==> src/sliding_window_median_assert.svh <==
// assertion macros for the running median filter
// used by the top level only; no other dependencies
`ifndef SLIDING_WINDOW_MEDIAN_ASSERT_SVH
`define SLIDING_WINDOW_MEDIAN_ASSERT_SVH

`ifndef SYNTHESIS
`define SWM_ASSERT(label, clk, rst_n, prop, msg) \
    label: assert property (@(posedge clk) disable iff (!rst_n) prop) else $error(msg);
`define SWM_ASSERT_NEXT(label, clk, rst_n, trig, prop, msg) \
    label: assert property (@(posedge clk) disable iff (!rst_n) trig |=> prop) else $error(msg);
`else
`define SWM_ASSERT(label, clk, rst_n, prop, msg)
`define SWM_ASSERT_NEXT(label, clk, rst_n, trig, prop, msg)
`endif

`endif

==> src/swm_pkg.sv <==
// shared types and defaults for the running median filter
// no dependencies
package swm_pkg;

    localparam int MAX_WINDOW_DEF  = 64;
    localparam int SAMPLE_BITS_DEF = 32;
    localparam int WS_BITS         = 7;
    localparam logic [WS_BITS-1:0] WS_RESET = 7'd3;

    // broadcast control for the cell row
    typedef struct packed {
        logic load;
        logic clear;
    } swm_ctrl_t;

    // flags handed between neighboring cells
    typedef struct packed {
        logic valid;
        logic gt;
    } swm_flag_t;

endpackage

==> src/swm_cell.sv <==
// one sorted slot of the median filter: value, age and valid bit
// depends on swm_pkg
module swm_cell
    import swm_pkg::*;
#(
    parameter int DW       = SAMPLE_BITS_DEF,
    parameter int AW       = 6,
    parameter bit IS_FIRST = 1'b0
)
(
    input  logic                 clk,
    input  logic                 rst_n,
    input  swm_ctrl_t            ctrl,
    input  logic signed [DW-1:0] sample_in,
    input  logic                 shift_up,
    input  logic [AW-1:0]        age_last,
    input  logic signed [DW-1:0] up_val,
    input  logic [AW-1:0]        up_age,
    input  swm_flag_t            up_flag,
    input  logic signed [DW-1:0] lo_val,
    input  logic [AW-1:0]        lo_age,
    input  swm_flag_t            lo_flag,
    output logic signed [DW-1:0] val,
    output logic [AW-1:0]        age,
    output swm_flag_t            flag,
    output logic signed [DW-1:0] r_val,
    output logic [AW-1:0]        r_age,
    output swm_flag_t            r_flag,
    output logic                 match
);

    logic signed [DW-1:0] val_reg;
    logic signed [DW-1:0] val_next;
    logic [AW-1:0]        age_reg;
    logic [AW-1:0]        age_next;
    logic                 valid_reg;
    logic                 valid_next;

    always_comb
    begin
        flag.valid = valid_reg;
        flag.gt    = valid_reg && (val_reg > sample_in);

        // slot content once the evicted entry is squeezed out
        r_val        = shift_up ? up_val : val_reg;
        r_age        = shift_up ? up_age : age_reg;
        r_flag.valid = shift_up ? up_flag.valid : valid_reg;
        // gt here means empty or greater than the new sample
        r_flag.gt    = shift_up ? (!up_flag.valid || up_flag.gt) : (!valid_reg || flag.gt);

        match = valid_reg && (age_reg == age_last);

        if (r_flag.gt)
        begin
            if (lo_flag.gt)
            begin
                val_next = lo_val;
                age_next = lo_age + AW'(1);
            end
            else
            begin
                val_next = sample_in;
                age_next = '0;
            end
        end
        else
        begin
            val_next = r_val;
            age_next = r_age + AW'(1);
        end

        valid_next = IS_FIRST || lo_flag.valid;
    end

    always_ff @(posedge clk or negedge rst_n)
    begin
        if (!rst_n)
        begin
            valid_reg <= 1'b0;
        end
        else if (ctrl.clear)
        begin
            valid_reg <= 1'b0;
        end
        else if (ctrl.load)
        begin
            valid_reg <= valid_next;
        end
    end

    always_ff @(posedge clk)
    begin
        if (ctrl.load)
        begin
            val_reg <= val_next;
            age_reg <= age_next;
        end
    end

    assign val = val_reg;
    assign age = age_reg;

endmodule

==> config.mk <==
export PLATFORM = sky130hd
export DESIGN_NAME = swm_cell
export DESIGN_NICKNAME = d
export VERILOG_FILES = /design/src/sliding_window_median_assert.svh /design/src/swm_pkg.sv /design/src/swm_cell.sv
export SDC_FILE = /design/constraint.sdc
export NUM_CORES = 1
export LEC_CHECK = 0
export BUFFER_PORTS_ARGS = -buffer_cell sky130_fd_sc_hd__buf_2
export CAP_MARGIN = 20
export CORE_MARGIN = 5
export CORE_UTILIZATION = 48
export DETAILED_ROUTE_END_ITERATION = 8
export PLACE_DENSITY = 0.87
export SYNTH_ARGS = -nofsm -noshare
export SYNTH_HDL_FRONTEND = slang
export SYNTH_SLANG_ARGS = --single-unit
==> constraint.sdc <==
create_clock -name clk -period 4.8 [get_ports clk]
set_input_delay 0.48 -clock clk [delete_from_list [all_inputs] [get_ports clk]]
set_output_delay 0.48 -clock clk [all_outputs]
set_load 0.005 [all_outputs]
* After elaboration in Yosys (flattened, before gate mapping)
Index checks and enable logic that the tools add are counted.
** Cells by class
- Add/sub/neg operators :: 2
- Multipliers :: 0
- Divide/modulo/power cells :: 0
- $lt $le $gt $ge :: 1
- Eq/ne operators :: 1
- Shift-type cells :: 0
- Mux-type cells :: 10
- Bitwise gates (word level) :: 0
- Reductions and logical operators :: 7
** Operator list (number)
- 2-to-1 mux 32 bit :: 3
- greater-than comparator 32 bit :: 1
- 2-to-1 mux 6 bit :: 3
- adder 6 x 1 -> 6 bit, second input constant :: 2
- == test 6 bit :: 1
- 2-to-1 mux 1 bit :: 4
- logical AND 1 bit :: 2
- zero test 1 bit :: 2
- logical OR 1 bit :: 2
- nonzero test 2 bit :: 1
** Word-level totals
- Bits in registers :: 39
- Bits in latches :: 0
- Memory bits (writable) :: 0
- ROM bits :: 0
- Input port bits :: 123
- Output and inout port bits :: 81
- Logic and storage cells :: 24
- Memories kept :: 0

* Depth between registers and ports, before layout
Gate-level depths: netlist of the first run.
- Depth in word-level cells :: 5
- Gate-level depth with buffers :: 11
- Depth with buffers taken out :: 9

* Worst setup path before layout of the first run
No wires, ideal clock.
- Kind :: in2reg
- From :: in sample_in[14]
- To :: reg val_reg[28], in the netlist val[28], data pin
- Library setup time :: 260 ps
- Data arrival time :: 2825 ps
- Data required time :: 4540 ps
- Path slack :: 1714 ps
- Stages on the path :: 11
- Path buffers :: 2
- Cell sequence :: inv_1 > ha_1 > a21oi_2 > nand2_1 > a221o_1 > o31a_1 > or4_1 > o211a_2 > buf_6 > buf_6 > mux2_4
** RTL lines
- start, declared :: RTL line swm_cell.sv:14 : input logic signed [DW-1:0] sample_in,
- end signal, assigned :: RTL line swm_cell.sv:95 : val_reg <= val_next;
- end, declared :: RTL line swm_cell.sv:32 : logic signed [DW-1:0] val_reg;

==> results of run 1 <==
## through the flow
stage,std cells,hold slack (ns),util
4_1_cts,643,0.333,0.651
5_1_grt,643,0.352,0.651
3_5_place_dp,634,0.258,0.635
6_report,643,0.348,0.651
3_3_place_gp,634,0.256,0.635
2_1_floorplan,347,0.184,-
## cell families (layout without fill, tap and decap cells)
| family | count (synthesis) | count (layout) |
|---|---|---|
| AND/OR/NAND/NOR | 74 | 74 |
| buffers and inverters | 50 | 247 |
| flip-flops | 39 | 39 |
| adder cells (fa/ha/maj) | 34 | 34 |
| XOR/XNOR | 14 | 14 |
| AO/OA/AOI/OAI | 65 | 65 |
| multiplexers | 71 | 71 |
## path summary, 6_finish.rpt
check                           from        end  slack [ns]  cells after the start
max                          val[14]  r_flag[0]        0.97                      8
min                          ctrl[0]  valid_reg        0.35                      2
max reg2reg                  val[14]     val[1]        1.31                      8
min reg2reg                valid_reg  valid_reg        0.67                      2
max in group asynchronous      rst_n  valid_reg        4.21                      2
min in group asynchronous      rst_n  valid_reg        0.50                      2
## critical path, stage by stage, from the launching register on
cell and delay (ns):
edfxtp_1 0.43, ha_1 0.35, nand4_1 0.16, nor4_1 0.46, a21boi_0 0.24, o31a_1 0.17, or4_1 0.12, o211a_2 0.86
buf_2 0.26
## cells in the mapped netlist, types with 3 or more instances
master and n:
a21oi_1 10, buf_1 3, clkbuf_1 8, edfxtp_1 38
ha_1 34, inv_1 34, mux2_2 67, mux2_4 3
nand2_1 42, nand3_1 10, nand4_1 5, nor2_1 4
nor4_1 3, o21ai_0 35, o22ai_1 3, o32ai_1 3
xnor2_1 5, xor2_1 9
## what timing repair did
item                                   4_1_cts  5_1_grt
endpoints found under the hold margin        1        0
buffers inserted                             0        0
hold buffers                                 1        0
gates resized for setup                      0        0
## placed cells by master, fill, tap and decap left out, drive strengths merged, types with 4 or more instances in the layout
cell type  netlist  layout
edfxtp          38      38
nand3           10      10
a21oi           11      11
nand2           42      42
mux2            70      70
xor2             9       9
buf              8     204
xnor2            5       5
clkbuf           8       7
nor2             4       4
inv             34      34
o21ai           35      35
nand4            5       5
ha              34      34
## metal layers
| layer | wire [um] | up-vias | global-route usage |
|---|---|---|---|
| li1 | - | 1657 | - |
| met1 | 3950 | 1562 | 0.255 |
| met2 | 5630 | 137 | 0.435 |
| met3 | 686 | 12 | 0.0367 |
| met4 | 135 | 2 | 0.0589 |
| met5 | 13 | - | 0 |
## cell type report
cell class              instances  area, um^2
well taps                      99         124
clock buffers                   7        96.3
multi-input cells             258        2090
repair buffers                205        1030
inverters                      34         128
flip-flops and latches         39        1170
fillers                       639        2490
clock inverters                 1        7.51
## power by group through the flow
stage	Clock (uW)	Sequential (uW)	Combinational, uW
finish	245	441	357
global route	267	444	401
CTS	255	440	360
detailed placement	0	448	357
global placement	0	445	345
floorplan	0	444	198
==> results_dict.tcl, run 1 <==
set metrics [dict create \
    p_seq_frac 0.422 \
    die_y_um 95.0 \
    grt_max_degree 68 \
    areaGrowthSynthToFinish_pct 34.1 \
    synthFlopType "edfxtp_1" \
    synth_area_leaders "edfxtp_1 33%, mux2_2 22%, ha_1 12%" \
    setup_viol 0 \
    cp_max_fo 39 \
    leakagePower_uw 0.00232 \
    grt_pass1_wl_um 16100 \
    clockPowerShare 0.235 \
    die_area_mm2 0.00902 \
    synth_area_mm2 0.00346 \
    grt_pass1_vias 3533 \
    routed_wl_um 10400 \
    antenna_left 0 \
    floorplan.rows 31 \
    track_usage 0.226 \
    synthArstFlopShare 0.0256 \
    cts_root_buf "clkbuf_8" \
    die_w_um 95.0 \
    endpoint_kind "output port" \
    p_per_area_mw_per_mm2 225 \
    maxSlewHeadroom 0.315 \
    critPathKind "reg -> out" \
    vias 3370 \
    largest_reg_flops 32 \
    initial_core_util 0.485 \
    drv_cap 0 \
    switching_power_uw 310 \
    n_antenna_cell 0 \
    tightest_slew_ns 1.03 \
    layout-drive-gt1-share 0.524 \
    design_area_mm2 0.00464 \
    drt_iter0_drc 102 \
    switching_share 0.297 \
    clkLatencyLatePin_ns 0.28 \
    core_mm2 0.00714 \
    yosys.area_share.simple 0.0990 \
    clk_path_buf_depth 2 \
    synth_edf_count 38 \
    synthAdderAreaFrac 0.123 \
    synth.top_cell.area_share 0.329 \
    p_int_uw 733 \
    fin_nets 700 \
    gp_congestion 0.785 \
    ys_seq_area_frac 0.337 \
    cts_made_buffers 5 \
    hpwl_um 8540 \
    start_kind "flop" \
    synth_area_leader_cell "edfxtp_1" \
    p_comb_frac 0.343 \
    dr.pass1.iters 4 \
    clkTransAtPathRegs_ns 0.08 \
    grt_antenna_before_repair 1 \
    skew_ns 0.00857 \
    layout_min_cycle_time_ns 3.83 \
    yosys.area_share.xor_xnor 0.0354 \
    synth_nets 504 \
    post-route-period-util 0.798 \
    peakVddDrop_mv 0.138 \
    avgRoutedWirePerCell_um 16.2 \
    clock_sinks 39 \
    total_power_uw 1040 \
    htreeDepth 2 \
    post_synth.cell_area_avg_um2 9.98 \
    status "finished, final reports clean" \
    synth_compound_area_frac 0.112 \
    yosys_warnings 0 \
    ys_seq_elements 39 \
    placed_cell_area_mm2 0.00453 \
    num_io_pins 204 \
    arrival_ns 3.35 \
    place_ws_ns 1.07 \
    clock.fmax_ghz 0.261 \
    gr-total-overflow 0 \
    cp.required_ns 4.32 \
    rsz0062_at_grt "false" \
    drv_slew 0 \
    post_synth_mux_area_share 0.234 \
    netlist_instances 347 \
    route.detailed.drc 0 \
    port_buffers 203 \
    worst_slack_ns 0.969 \
    tns_ns 0 \
    hold_viol_final 0 \
    vias_per_cell 5.24 \
    synth_top_family_by_area "multiplexers" \
    cts_tree "done" \
    synth_cell_types 41 \
    min_path_type "in -> reg" \
]
Note: power is estimated with default switching activity, not from simulation.
==> run 2, diff against run 1 <==
- CORE_UTILIZATION: 48 -> 40
- PLACE_DENSITY: 0.87 -> 0.77
- clock period: 4.8 -> 3.37 ns (I/O delays scaled with it)
==> run 2 against run 1 <==
  * Critical path depth did not move
  * Combinational power up 46%
  * Flip-flop and latch count did not move
  * Global-route usage down 4.2 points
  * Final cell count rose by 2.5%
  * Clock power up 59%
  * Die area increased by 18%
  * Cell area rose by 2.2%
  * First-iteration DRC count down 47%
  * Wire length fell by 1.0%
  * Sequential power grew 42%
  * Register-to-register slack worse by 1.1 ns
==> results_dict.tcl, run 2 (synthesized netlist as in run 1, its figures left out) <==
set metrics [dict create \
    layout_min_cycle_time_ns 3.20 \
    final_common_cell "buf_2" \
    cp_max_fo 6 \
    drt_iter0_drc 54 \
    track_usage 0.184 \
    min_path_type "in -> reg" \
    endpoint_kind "output port" \
    clkTransAtPathRegs_ns 0.08 \
    placed_cell_area_mm2 0.00458 \
    rsz0062_at_grt "false" \
    cts_made_buffers 5 \
    initial_core_util 0.403 \
    cp.required_ns 3.03 \
    cp_slowest_cell "or4_1" \
    antenna_left 0 \
    dr.pass1.iters 4 \
    floorplan.rows 34 \
    die_area_mm2 0.0106 \
    fin_nets 707 \
    drv_cap 0 \
    gp_congestion 0.844 \
    design_area_mm2 0.00475 \
    grt_pass1_vias 3408 \
    die_w_um 103 \
    leakagePower_uw 0.00237 \
    cts_root_buf "clkbuf_8" \
    clkLatencyLatePin_ns 0.29 \
    routed_wl_um 10300 \
    post-route-period-util 0.949 \
    route.detailed.drc 0 \
    n_antenna_cell 0 \
    avgRoutedWirePerCell_um 15.6 \
    grt_max_degree 45 \
    stdcell_count 659 \
    gr-total-overflow 0 \
    p_per_area_mw_per_mm2 323 \
    maxSlewHeadroom 0.351 \
    critPathKind "reg -> out" \
    layout-drive-gt1-share 0.530 \
    clk_path_buf_depth 2 \
    final_cell_mix "203 x buf_2, 67 x mux2_2, 42 x nand2_1, 38 x edfxtp_1, 35 x o21ai_0" \
    skew_ns 0.0124 \
    dp.cells 646 \
    setup_viol 0 \
    status "finished, final reports clean" \
    vias 3394 \
    clock_sinks 39 \
    peakVddDrop_mv 0.179 \
    arrival_ns 2.86 \
    largest_reg_flops 32 \
    place_ws_ns -0.0978 \
    drv_slew 0 \
    start_kind "flop" \
    hpwl_um 8330 \
    tightest_slew_ns 0.973 \
    die_y_um 103 \
    vias_per_cell 5.15 \
    grt_pass1_wl_um 15500 \
    slowest_delay_ns 0.52 \
    htreeDepth 2 \
    grt_antenna_before_repair 0 \
    cts_tree "done" \
    hold_viol_final 0 \
    core_mm2 0.00859 \
    num_io_pins 204 \
    areaGrowthSynthToFinish_pct 37.0 \
    worst_slack_ns 0.173 \
    clock.fmax_ghz 0.313 \
    port_buffers 203 \
    cp_cell_sequence "ha_1 > nand4_1 > nor2_1 > a221o_1 > o31a_1 > or4_1 > o211a_4 > buf_2" \
]
## run 2: cell count changes in the layout (fill, tap and decap cells not counted), sizes merged
cell,change
clkinvlp,-1
bufinv,+1
clkbuf,-2
buf,+7
clkinv,+2
## run 2: final timing paths
kind	startpoint	to	slack (ns)	depth (start not counted)
setup / recovery	val[14]	r_flag[0]	0.17	8
hold / removal	ctrl[0]	valid_reg	0.20	2
setup reg to reg	val[14]	val[2]	0.21	9
hold reg to reg	valid_reg	valid_reg	0.70	2
max in group asynchronous	rst_n	valid_reg	2.92	2
min in group asynchronous	rst_n	valid_reg	0.36	2
## run 2: power breakdown
group / leakage (uW) / internal, uW / switching (uW) / total [uW]
logic: 0.00192 / 276 / 245 / 521
clock network: 0.0000556 / 217 / 171 / 389
registers: 0.000391 / 591 / 35.1 / 626
total: 0.00237 / 1080 / 451 / 1540
## run 2: area by class of cell
type / count / area, um^2
Clock buffer: 5 / 68.8
Clock inverter: 3 / 38.8
Fill cell: 794 / 3850
Inverter: 34 / 128
Multi-Input combinational cell: 258 / 2110
Sequential cell: 39 / 1170
Tap cell: 108 / 135
Timing Repair Buffer: 212 / 1100
## run 2: worst max-delay path, delay by kind of cell, from the launching register on
kind / cells / cell delay, ns
compound gates: 3 / 0.87
simple gates: 3 / 0.82
buf+inv: 1 / 0.14
flops: 1 / 0.41
fa+ha+maj: 1 / 0.34
## run 2: routing by layer
metal  global-route usage  vias up  share of wire
met1                0.215     1574           0.40
met2                0.334      138           0.51
met3               0.0392       16          0.079
met4               0.0598        0          0.017
li1                     -     1666              -
met5                    0        -              0
## run 2: timing repair
action,4_1_cts,5_1_grt
pin swaps,0,1
gates resized for setup,1,2
setup buffers,0,4
endpoints found under the setup margin,26,26
hold endpoints to repair,1,0
hold buffers,1,0
## run 2: per-stage QoR
step / hold WS [ns] / TNS, ns / utilization / power, uW
3_5_place_dp: 0.114 / -2.10 / 0.533 / 1150
4_1_cts: 0.184 / 0 / 0.547 / 1550
2_1_floorplan: 0.0414 / 0 / - / 915
6_report: 0.200 / 0 / 0.552 / 1540
5_1_grt: 0.191 / 0 / 0.552 / 1630
3_3_place_gp: 0.114 / -1.06 / 0.533 / 1140
==> run 3, diff against run 2 <==
- CORE_UTILIZATION: 40 -> 45
- CTS_BUF_LIST: default -> sky130_fd_sc_hd__clkbuf_16
- PLACE_DENSITY: 0.77 -> 0.82
- clock period: 3.37 -> 3.5 ns (I/O delays scaled with it)
==> run 3 against run 2 <==
  * Cell area about the same
  * Sequential power decreased by 3.5%
  * Core utilization rose by 7.1 points
  * First-iteration DRC count is 72% higher
  * Highest routed layer unchanged
  * Final cell count is 1.4% lower
  * Critical path depth increased by 1
  * Largest power group unchanged
  * Total power grew 5.2%
  * Largest cell class unchanged
  * Clock power is 33% higher
  * Clock skew decreased by 0.0094 ns
==> results_dict.tcl, run 3 (synthesized netlist as in run 1, its figures left out) <==
set metrics [dict create \
    vias_per_cell 5.25 \
    gp_congestion 0.946 \
    avgRoutedWirePerCell_um 16.0 \
    r2r_slack_ns 0.45 \
    hpwl_um 8520 \
    fin_nets 703 \
    total_power_uw 1620 \
    clkLatencyLatePin_ns 0.28 \
    critPathKind "reg -> out" \
    arrival_ns 2.92 \
    initial_core_util 0.455 \
    layout_min_cycle_time_ns 3.27 \
    areaGrowthSynthToFinish_pct 37.0 \
    cts_root_buf "clkbuf_16" \
    cp_max_fo 33 \
    clock.fmax_ghz 0.306 \
    min_path_type "in -> reg" \
    antenna_left 0 \
    p_per_area_mw_per_mm2 340 \
    holdBufCountCts 1 \
    grt_antenna_before_repair 1 \
    die_area_mm2 0.00955 \
    htreeDepth 2 \
    setup_viol 0 \
    start_kind "flop" \
    port_buffers 203 \
    tightest_slew_ns 0.998 \
    wl_met1_um 3940 \
    core_mm2 0.00761 \
    rsz0062_at_grt "false" \
    ctsResizeCount 0 \
    maxUsedRoutingLayer "met4" \
    final_cell_mix "203 x buf_2, 67 x mux2_2, 42 x nand2_1, 38 x edfxtp_1, 35 x o21ai_0" \
    grt_max_degree 68 \
    drv_slew 0 \
    p_seq_frac 0.374 \
    final_core_util 0.624 \
    layout-drive-gt1-share 0.525 \
    clock_sinks 39 \
    status "finished, final reports clean" \
    endpoint_kind "output port" \
    maxSlewHeadroom 0.335 \
    leakagePower_uw 0.00237 \
    hold_viol_final 0 \
    final_common_cell "buf_2" \
    tns_ns 0 \
    floorplan.rows 32 \
    cts_made_buffers 5 \
    post-route-period-util 0.934 \
    switching_power_uw 453 \
    die_w_um 97.7 \
    switching_share 0.280 \
    clockPowerShare 0.320 \
    p_comb_frac 0.306 \
    met2_length_um 5500 \
    vias 3411 \
    num_io_pins 204 \
    route.detailed.drc 0 \
    clk_path_buf_depth 2 \
    p_int_uw 1160 \
    stdcell_count 650 \
    grt_pass1_vias 3627 \
    cts_tree "done" \
    postCtsSetupBuffers 0 \
    drv_cap 0 \
    skew_ns 0.00304 \
    dp.cells 640 \
    grt_pass1_wl_um 16700 \
    drt_iter0_drc 93 \
    largest_reg_flops 32 \
    dr_wl_met3_um 734 \
    track_usage 0.211 \
    peakVddDrop_mv 0.211 \
    die_y_um 97.7 \
    gr-total-overflow 0 \
    routed_wl_um 10400 \
    dr.pass1.iters 4 \
    cp.required_ns 3.15 \
    clkTransAtPathRegs_ns 0.06 \
]
-- run 3: cell count changes in the layout (fill, tap and decap cells not counted), sizes merged --
cell / delta
buf: -4
diode: +1
-- run 3: cell type report --
cell class | count | area (um^2)
flip-flops and latches | 39 | 1170
diodes | 1 | 2.50
clock buffers | 5 | 125
clock inverters | 3 | 38.8
repair buffers | 208 | 1070
inverters | 34 | 128
multi-input cells | 258 | 2090
fillers | 643 | 2860
well taps | 102 | 128
-- run 3: critical path: stages (launching register included) --
cell      delay (ns)
edfxtp_1        0.42
ha_1            0.32
a21oi_1         0.15
o21ai_0         0.13
a221o_1         0.30
o31a_1          0.31
or4_1           0.49
o211a_2         0.18
buf_12          0.18
buf_2           0.15
-- run 3: final timing paths --
path	end	cells past startpoint	startpoint
setup / recovery	r_flag[0]	9	val[7]
hold / removal	valid_reg	2	ctrl[0]
setup reg to reg	val[29]	9	val[7]
hold reg to reg	valid_reg	2	valid_reg
max in group asynchronous	valid_reg	2	rst_n
min in group asynchronous	valid_reg	2	rst_n
-- run 3: layer usage --
metal,GRT usage,up-vias
met4,0.0714,0
met5,0,-
li1,-,1663
met2,0.407,142
met1,0.224,1583
met3,0.0500,23
-- run 3: stage by stage --
stage	hold WS, ns	worst slack, ns	cell area, um^2
after floorplan	0.0544	0.513	3460
after global placement	0.126	0.437	4570
after detailed placement	0.126	0.382	4570
after CTS	0.209	0.206	4740
after global routing	0.223	0.0998	4740
final	0.214	0.231	4750
-- run 3: power groups by stage --
stage | Sequential (uW) | Combinational [uW] | Clock, uW
2_1_floorplan | 609 | 272 | 0
3_3_place_gp | 611 | 478 | 0
3_5_place_dp | 614 | 494 | 0
4_1_cts | 605 | 499 | 524
5_1_grt | 610 | 551 | 548
6_report | 604 | 494 | 518
